<file path="config.mk">
export PLATFORM = sky130hd
export DESIGN_NAME = seq_ack_replay_window_core
export DESIGN_NICKNAME = d
export VERILOG_FILES = /design/src/rtl/core/sarw_pkg.sv /design/src/rtl/core/seq_ack_replay_window_core.sv
export SDC_FILE = /design/constraint.sdc
export NUM_CORES = 1
export LEC_CHECK = 0
export BUFFER_PORTS_ARGS = -buffer_cell sky130_fd_sc_hd__buf_4
export CAP_MARGIN = 10
export CORE_MARGIN = 5
export CORE_UTILIZATION = 50
export CTS_BUF_LIST = sky130_fd_sc_hd__clkbuf_4 sky130_fd_sc_hd__clkbuf_8
export DETAILED_ROUTE_END_ITERATION = 10
export GPL_TIMING_DRIVEN = 0
export PLACE_DENSITY = 0.67
export SLEW_MARGIN = 10
export SYNTH_ARGS = -nofsm -noshare
export SYNTH_HDL_FRONTEND = slang
export SYNTH_SLANG_ARGS = --single-unit
</file>
<file path="constraint.sdc">
create_clock -name i_clk -period 17.8 [get_ports i_clk]
set_clock_uncertainty 0.15 [all_clocks]
set_input_delay 3.56 -clock i_clk [delete_from_list [all_inputs] [get_ports i_clk]]
set_output_delay 3.56 -clock i_clk [all_outputs]
set_load 0.1 [all_outputs]
</file>
<file path="src/rtl/core/sarw_pkg.sv">
package sarw_pkg;

    // Number of endpoints and depth of the anti-replay window.
    localparam int unsigned ENDPOINTS = 2;
    localparam int unsigned WINDOW    = 32;

    // Field widths of a request and of a result.
    localparam int unsigned SEQ_W  = 31;
    localparam int unsigned ACK_W  = 32;
    localparam int unsigned BITS_W = 32;
    localparam int unsigned EP_W   = 1;

    // Width of a bit position inside the window.
    localparam int unsigned SH_W = $clog2(WINDOW);

    localparam logic [SEQ_W-1:0] SEQ_MAX = {SEQ_W{1'b1}};

    // Highest received value after reset: nothing received yet.
    localparam logic signed [ACK_W-1:0] ACK_NONE = {ACK_W{1'b1}};

    typedef enum logic {
        ACT_SEND    = 1'b0,
        ACT_RECEIVE = 1'b1
    } t_action;

    typedef logic [WINDOW-1:0] t_window;

endpackage

</file>
<file path="src/rtl/core/seq_ack_replay_window_core.sv">
// Sequence stamping and sliding-window anti-replay check for a small set of
// endpoints.
//
// Requests arrive on the input channel (i_in_valid / o_in_ready). A send
// request returns the endpoint's next outgoing sequence number, which then
// counts up and sticks at the top of its 31-bit range. A receive request
// checks i_seq_in against the endpoint's window and reports in o_accepted
// whether the number is new. Both kinds report the endpoint's highest received
// sequence and its acknowledgement bitmap.
//
// A request is captured in an input register, evaluated by compares and a
// window shift against the endpoint's state, and the result is held in an
// output register (o_out_valid / i_out_ready). The result is shown once the
// request has passed the input register and then the output register. While
// the receiver takes results, one request per cycle is sustained for any mix
// of endpoints, since state is updated in the same cycle it is read.
//
// Reset clears all sequence counters and bitmaps and sets every highest
// received value to -1. When the receiver stalls, the result holds and the
// input register keeps one further request before o_in_ready drops.
module seq_ack_replay_window_core
    import sarw_pkg::*;
(
    input  logic                     i_clk,
    input  logic                     i_rst_n,
    input  logic                     i_in_valid,
    output logic                     o_in_ready,
    input  logic                     i_action,
    input  logic [EP_W-1:0]          i_endpoint,
    input  logic [SEQ_W-1:0]         i_seq_in,
    output logic                     o_out_valid,
    input  logic                     i_out_ready,
    output logic [SEQ_W-1:0]         o_seq_out,
    output logic signed [ACK_W-1:0]  o_ack_out,
    output logic [BITS_W-1:0]        o_ack_bits_out,
    output logic                     o_accepted
);

    // Input register.
    logic              r_s1_valid;
    t_action           r_action;
    logic [EP_W-1:0]   r_endpoint;
    logic [SEQ_W-1:0]  r_seq_in;

    // Per-endpoint state.
    logic [SEQ_W-1:0]         r_next_seq [ENDPOINTS];
    logic signed [ACK_W-1:0]  r_highest  [ENDPOINTS];
    t_window                  r_bitmap   [ENDPOINTS];

    // Output register.
    logic                     r_out_valid;
    logic [SEQ_W-1:0]         r_seq_out;
    logic signed [ACK_W-1:0]  r_ack_out;
    logic [BITS_W-1:0]        r_ack_bits;
    logic                     r_accepted;

    logic                     w_advance;
    logic                     w_in_take;

    // Evaluation of the request held in the input register.
    logic [SEQ_W-1:0]         w_cur_seq;
    logic signed [ACK_W-1:0]  w_top;
    t_window                  w_bits;
    logic signed [ACK_W-1:0]  w_s;
    logic [ACK_W-1:0]         w_ahead;
    logic [ACK_W-1:0]         w_behind;
    logic [ACK_W-1:0]         w_ahead_m1;
    logic [ACK_W-1:0]         w_behind_m1;
    logic                     w_newer;
    logic                     w_equal;
    logic                     w_mark_hit;
    t_window                  w_old_mark;
    t_window                  w_mark;

    logic [SEQ_W-1:0]         n_next_seq;
    logic signed [ACK_W-1:0]  n_highest;
    t_window                  n_bitmap;
    logic                     n_accepted;
    logic [SEQ_W-1:0]         n_seq_out;

    // The result register frees up when empty or when its result is taken.
    assign w_advance  = !r_out_valid || i_out_ready;
    assign o_in_ready = !r_s1_valid || w_advance;
    assign w_in_take  = i_in_valid && o_in_ready;

    assign w_cur_seq = r_next_seq[r_endpoint];
    assign w_top     = r_highest[r_endpoint];
    assign w_bits    = r_bitmap[r_endpoint];
    assign w_s       = $signed({1'b0, r_seq_in});

    // Distance forward from the highest (newer case) and back from it.
    assign w_ahead     = ACK_W'(w_s - w_top);
    assign w_behind    = ACK_W'(w_top - w_s);
    assign w_ahead_m1  = w_ahead - ACK_W'(1);
    assign w_behind_m1 = w_behind - ACK_W'(1);

    assign w_newer = w_s > w_top;
    assign w_equal = w_s == w_top;

    // Bit for the old highest after a forward shift, and bit for an older number.
    assign w_old_mark = t_window'(1) << w_ahead_m1[SH_W-1:0];
    assign w_mark     = t_window'(1) << w_behind_m1[SH_W-1:0];
    assign w_mark_hit = |(w_bits & w_mark);

    always_comb begin
        n_next_seq = w_cur_seq;
        n_highest  = w_top;
        n_bitmap   = w_bits;
        n_accepted = 1'b0;
        n_seq_out  = '0;
        unique case (r_action)
            ACT_SEND: begin
                n_seq_out = w_cur_seq;
                if (w_cur_seq != SEQ_MAX) begin
                    n_next_seq = w_cur_seq + SEQ_W'(1);
                end
            end
            ACT_RECEIVE: begin
                priority if (w_newer) begin
                    // A newer number moves the window forward.
                    if (w_ahead < ACK_W'(WINDOW)) begin
                        n_bitmap = w_bits << w_ahead[SH_W-1:0];
                        if (!w_top[ACK_W-1]) begin
                            n_bitmap = n_bitmap | w_old_mark;
                        end
                    end else begin
                        n_bitmap = '0;
                    end
                    n_highest  = w_s;
                    n_accepted = 1'b1;
                end else if (w_equal) begin
                    n_accepted = 1'b0;
                end else if (w_behind >= ACK_W'(WINDOW)) begin
                    n_accepted = 1'b0;
                end else if (w_mark_hit) begin
                    n_accepted = 1'b0;
                end else begin
                    n_bitmap   = w_bits | w_mark;
                    n_accepted = 1'b1;
                end
            end
            default: begin
                n_accepted = 1'b0;
            end
        endcase
    end

    always_ff @(posedge i_clk) begin
        if (!i_rst_n) begin
            r_s1_valid <= 1'b0;
        end else if (o_in_ready) begin
            r_s1_valid <= i_in_valid;
        end
    end

    always_ff @(posedge i_clk) begin
        if (w_in_take) begin
            r_action   <= t_action'(i_action);
            r_endpoint <= i_endpoint;
            r_seq_in   <= i_seq_in;
        end
    end

    always_ff @(posedge i_clk) begin
        if (!i_rst_n) begin
            for (int i = 0; i < ENDPOINTS; i++) begin
                r_next_seq[i] <= '0;
                r_highest[i]  <= ACK_NONE;
                r_bitmap[i]   <= '0;
            end
        end else if (r_s1_valid && w_advance) begin
            r_next_seq[r_endpoint] <= n_next_seq;
            r_highest[r_endpoint]  <= n_highest;
            r_bitmap[r_endpoint]   <= n_bitmap;
        end
    end

    always_ff @(posedge i_clk) begin
        if (!i_rst_n) begin
            r_out_valid <= 1'b0;
        end else if (w_advance) begin
            r_out_valid <= r_s1_valid;
        end
    end

    // A send reports the state before the request, a receive the state after.
    always_ff @(posedge i_clk) begin
        if (r_s1_valid && w_advance) begin
            r_seq_out  <= n_seq_out;
            r_ack_out  <= n_highest;
            r_ack_bits <= BITS_W'(n_bitmap);
            r_accepted <= n_accepted;
        end
    end

    assign o_out_valid    = r_out_valid;
    assign o_seq_out      = r_seq_out;
    assign o_ack_out      = r_ack_out;
    assign o_ack_bits_out = r_ack_bits;
    assign o_accepted     = r_accepted;

endmodule

</file>
Word level (Yosys, flattened, before mapping)

Memories as Yosys holds them, arrays and structs flattened. A register that Yosys moved wholly into a read port is not among the register bits.
Cells that the tools add are included.

Bits in registers: 131
RAM bits: 190
Output and inout bits: 98
Word-level logic and storage cells: 69
Memories kept: 3

Memories:

| memory     | depth | width | read ports | clocked after Yosys merged registers in | wr ports | line                             | text |
|---|---|---|---|---|---|---|---|
| r_bitmap   | 2     | 32    | 1          | 1                                       | 2        | seq_ack_replay_window_core.sv:48 | `t_window r_bitmap [ENDPOINTS];` |
| r_highest  | 2     | 32    | 1          | 1                                       | 2        | seq_ack_replay_window_core.sv:47 | `logic signed [ACK_W-1:0] r_highest [ENDPOINTS];` |
| r_next_seq | 2     | 31    | 1          | 1                                       | 2        | seq_ack_replay_window_core.sv:46 | `logic [SEQ_W-1:0] r_next_seq [ENDPOINTS];` |

Add/sub/neg operators: 5
Order comparisons: 3
Eq/ne operators: 2
Shifts and indexed selects: 3
Multiplexer cells: 31
Bitwise gates (word level): 3
Reductions and logical operators: 10

Operator list:

| operator                | count |
|---|---|
| $mux W32                | 11 |
| $reduce_or A32 Y1       | 3 |
| $mux W31                | 3 |
| $or A32 B32 Y32         | 2 |
| $shl A1 B5 Y32 const A  | 2 |
| $sub A32 B32 Y32        | 2 |
| $and A32 B32 Y32        | 1 |
| $eq A32 B32 Y1          | 1 |
| $ge A32 B6 Y1 const B   | 1 |
| $gt A32 B32 Y1          | 1 |
| $lt A32 B6 Y1 const B   | 1 |
| $shl A32 B5 Y32         | 1 |
| $add A31 B1 Y31 const B | 1 |
| $ne A31 B31 Y1 const B  | 1 |
| $reduce_or A31 Y1       | 1 |
| $mux W1                 | 17 |
| $sub A5 B1 Y5 const B   | 2 |
| $logic_and A1 B1 Y1     | 2 |
| $logic_not A1 Y1        | 2 |
| $logic_or A1 B1 Y1      | 2 |

Logic depth before layout (Yosys ltp)

Depth after elaboration: 11
Mapped depth: 26
Depth with buffers taken out: 14

Least setup slack after synthesis

No wires, ideal clock.

Kind: in2reg
From: input port i_out_ready
To: memory r_bitmap[0][0] (netlist bit) (enable)
Setup time: 0.458 ns
Arrival: 11.247 ns
Slack: 5.945 ns
Cell stages on the path: 8
Buffers on the path: 3
Cells stage by stage: nor2b_1 > nor2b_1 > nand2_1 > or2_2 > clkbuf_1 > clkbuf_1 > buf_1 > nand2_1

RTL lines:

| item               | line                             | text |
|---|---|---|
| start: declaration | seq_ack_replay_window_core.sv:32 | `input logic i_out_ready,` |
| end: declaration   | seq_ack_replay_window_core.sv:48 |  |

==> results.py <==
metrics = {
    "power": {
        "pwr_density_cell_mw_per_mm2": 85.2,
        "fin_total_pwr_mw": 1.99,
        "p_leak_nw": 8.53,
        "ir_drop_mv": 0.0752,
    },
    "synthesis": {
        "synth_cell_type_count": 81,
        "async_flop_share": 0,
        "syn_area_per_cell_um2": 9.67,
        "synth_edf_count": 319,
        "syn_area_mm2": 0.0205,
        "synth-seq-cells": 322,
        "yosys.area.top_type": "edfxtp_1",
        "synth_fp_nets": 2220,
        "synthCells": 2118,
        "synth_top_area_share": 0.468,
        "synth-main-ff-cell": "edfxtp_1",
        "ys_seq_area_frac": 0.471,
        "ys_top_cells_by_area": "edfxtp_1 47%, mux2i_1 5.8%, nand2_1 4.8%, nor2_1 4.3%, ha_1 3.8%",
        "yosysWarningCount": 0,
    },
    "setup_path": {
        "worst_ep_arrival_time_ps": 9280,
        "path_class": "reg2reg",
        "crit_chain": "buf_4, buf_6, buf_4, buf_4, buf_4, buf_2, clkbuf_1, clkbuf_1, mux2i_1, inv_1, ha_1, fa_1, buf_1, clkbuf_1, mux2i_1, mux2i_1, nor2_1, a21oi_1, nor2_1, a2111oi_0, a21oi_1, nor3_1",
        "crit_top_cell": "buf_4",
        "cp.required_ps": 18090,
        "max_stage_delay_ps": 900,
        "crit_slowest_cell": "clkbuf_1",
        "crit_family": "buffers and inverters",
        "critPathCaptureType": "flip-flop",
        "cp_max_fo": 10,
        "cp-start-kind": "flip-flop",
        "worstPathBufferInverterCount": 11,
    },
    "drt": {
        "wl_per_cell_um": 24.4,
        "final_antenna_net_count": 0,
        "drc": 0,
        "wl_mm": 70.5,
        "viasPerCell": 6.22,
        "drtPass1Iterations": 6,
        "vias": 18000,
        "first_iter_violations": 1740,
    },
    "job": {
        "drv_cap": 0,
    },
    "global_route": {
        "grt_overflow": 0,
        "grt_usage": 0.304,
        "grt_pass1_wl_mm": 105,
        "grt_max_degree": 38,
        "antenna_found_initial": 1,
        "first_global_vias": 17500,
    },
    "timing": {
        "fin_crit_ps": 8990,
        "worst_hold_slack_ps": 398,
        "slew_violations": 0,
        "worst_pin_slew_ps": 1200,
        "rsz0062_at_grt": "no",
        "max_freq_ghz": 0.111,
        "slew_headroom": 0.200,
        "setup_tns_ps": 0,
        "finalHoldViolations": 0,
        "setup-violations-final": 0,
        "period_share": 0.505,
    },
    "hold_path": {
        "hp-class": "reg2reg",
    },
    "clock_network": {
        "clk_pin_slew_ps": 60,
        "cts_made_buffers": 52,
        "h-tree-depth": 2,
        "cts.repair.resized": 0,
        "clkLatencyLatePin_ps": 670,
        "cts_root_buf": "clkbuf_8",
        "holdBufCountCts": 0,
        "tritoncts": "done",
        "post-cts-setup-buffers": 0,
        "cts.path.max_buffers": 3,
        "cts.sinks": 322,
    },
    "die": {
        "ios": 135,
        "die_area_mm2": 0.0451,
        "start_util": 0.504,
        "num_rows": 74,
        "core_mm2": 0.0406,
        "die_y_um": 212,
        "die_x_um": 212,
    },
    "layout": {
        "fill_cells": 3581,
        "syn_to_final_growth_pct": 14.0,
        "drive_gt1_frac": 0.144,
        "final_nets": 2417,
        "fin_util": 0.574,
        "antenna_cells": 0,
        "finalInstanceArea_mm2": 0.0233,
    },
    "placement": {
        "hpwl_mm": 53.8,
        "io_buffers": 134,
        "placed_area_mm2": 0.0223,
        "gp_routability_congestion": 1.03,
    },
    "outcome": {
        "status": "finished, final reports clean",
    },
}
-- metal layers --
metal	wire (µm)	up-vias	track usage
met4	3270	2	0.130
met3	5530	176	0.0444
li1	-	8195	-
met1	27800	8665	0.398
met2	33900	913	0.509
met5	16	-	0
-- registers in the layout, summed over array words and instances, names as in the netlist, 31 cells and up, named ones only --
register / cells
r_seq_in: 31
o_seq_out: 31
r_bitmap: 64
r_next_seq: 62
r_highest: 64
o_ack_out: 32
o_ack_bits_out: 32
-- synth_stat cells (18+ instances only) --
cell type  instances
edfxtp_1         319
nand2_1          260
nor2_1           236
a21oi_1          125
mux2i_1          119
o21ai_0          114
inv_1            112
nor3_1            88
clkbuf_1          65
ha_1              63
a31oi_1           48
nand3_1           39
nor4_1            39
xnor2_1           39
mux2_2            38
buf_2             33
nand4_1           29
xor2_1            24
a211oi_1          20
a21o_1            19
o21a_1            19
buf_1             18
-- kinds of logic after synthesis --
kind of cell    after synthesis  synth area share
compound gates              470             0.145
xor+xnor                     63            0.0269
fa+ha+maj                    65            0.0405
buf+inv                     241            0.0491
flops                       322             0.471
mux                         166            0.0890
simple gates                791             0.178
-- final cells by class --
type	count	area, µm²	area share
multi-input combinational	1555	9860	0.422
sequential	322	9640	0.413
timing repair buffer	143	1170	0.0502
clock buffer	67	828	0.0355
tap	532	666	0.0285
buffer	129	586	0.0251
inverter	112	420	0.0180
clock inverter	25	173	0.00740
-- final timing paths --
check	from	to	slack, ps	cells past startpoint
worst max-delay path	flip-flop	o_ack_bits_out[12]	8810	22
worst min-delay path	r_s1_valid	o_out_valid	400	1
worst max register to register	flip-flop	o_ack_bits_out[12]	8810	22
worst min register to register	r_s1_valid	o_out_valid	400	1
-- placed cells by master, fill, tap and decap left out, drive strengths merged, types with 12 or more instances in the layout --
master,instances
a211oi,21
a21o,19
a21oi,128
a31oi,48
and2,12
buf,206
clkbuf,133
clkinv,20
edfxtp,319
ha,63
inv,114
mux2,38
mux2i,119
nand2,260
nand2b,13
nand3,40
nand4,29
nor2,236
nor2b,14
nor3,88
nor4,41
o21a,19
o21ai,124
xnor2,39
xor2,24
-- worst reg2reg max path: stages, from the launching register on --
cell       delay (ps)
dfxtp_1           310
buf_4             200
buf_6             210
buf_4             280
buf_4             320
buf_4             290
buf_2             330
clkbuf_1          630
clkbuf_1          900
mux2i_1           410
inv_1              90
ha_1              220
fa_1              580
buf_1             560
clkbuf_1          650
mux2i_1           240
mux2i_1           280
nor2_1             60
a21oi_1           410
nor2_1             70
a2111oi_0         790
a21oi_1           330
nor3_1            430
-- per-stage QoR --
step	cells	worst slack [ps]
after floorplan	2118	5950
after global placement	2784	1410
after detailed placement	2792	8960
after CTS	2884	8930
after global routing	2885	8510
final	2885	8810
-- power breakdown --
group / switching (mW) / total (mW) / leakage (nW) / internal [mW]
logic: 0.343 / 0.473 / 5.00 / 0.130
clock network: 0.308 / 0.631 / 0.526 / 0.322
registers: 0.0147 / 0.886 / 3.00 / 0.871
(Power assumes the default switching activity.)
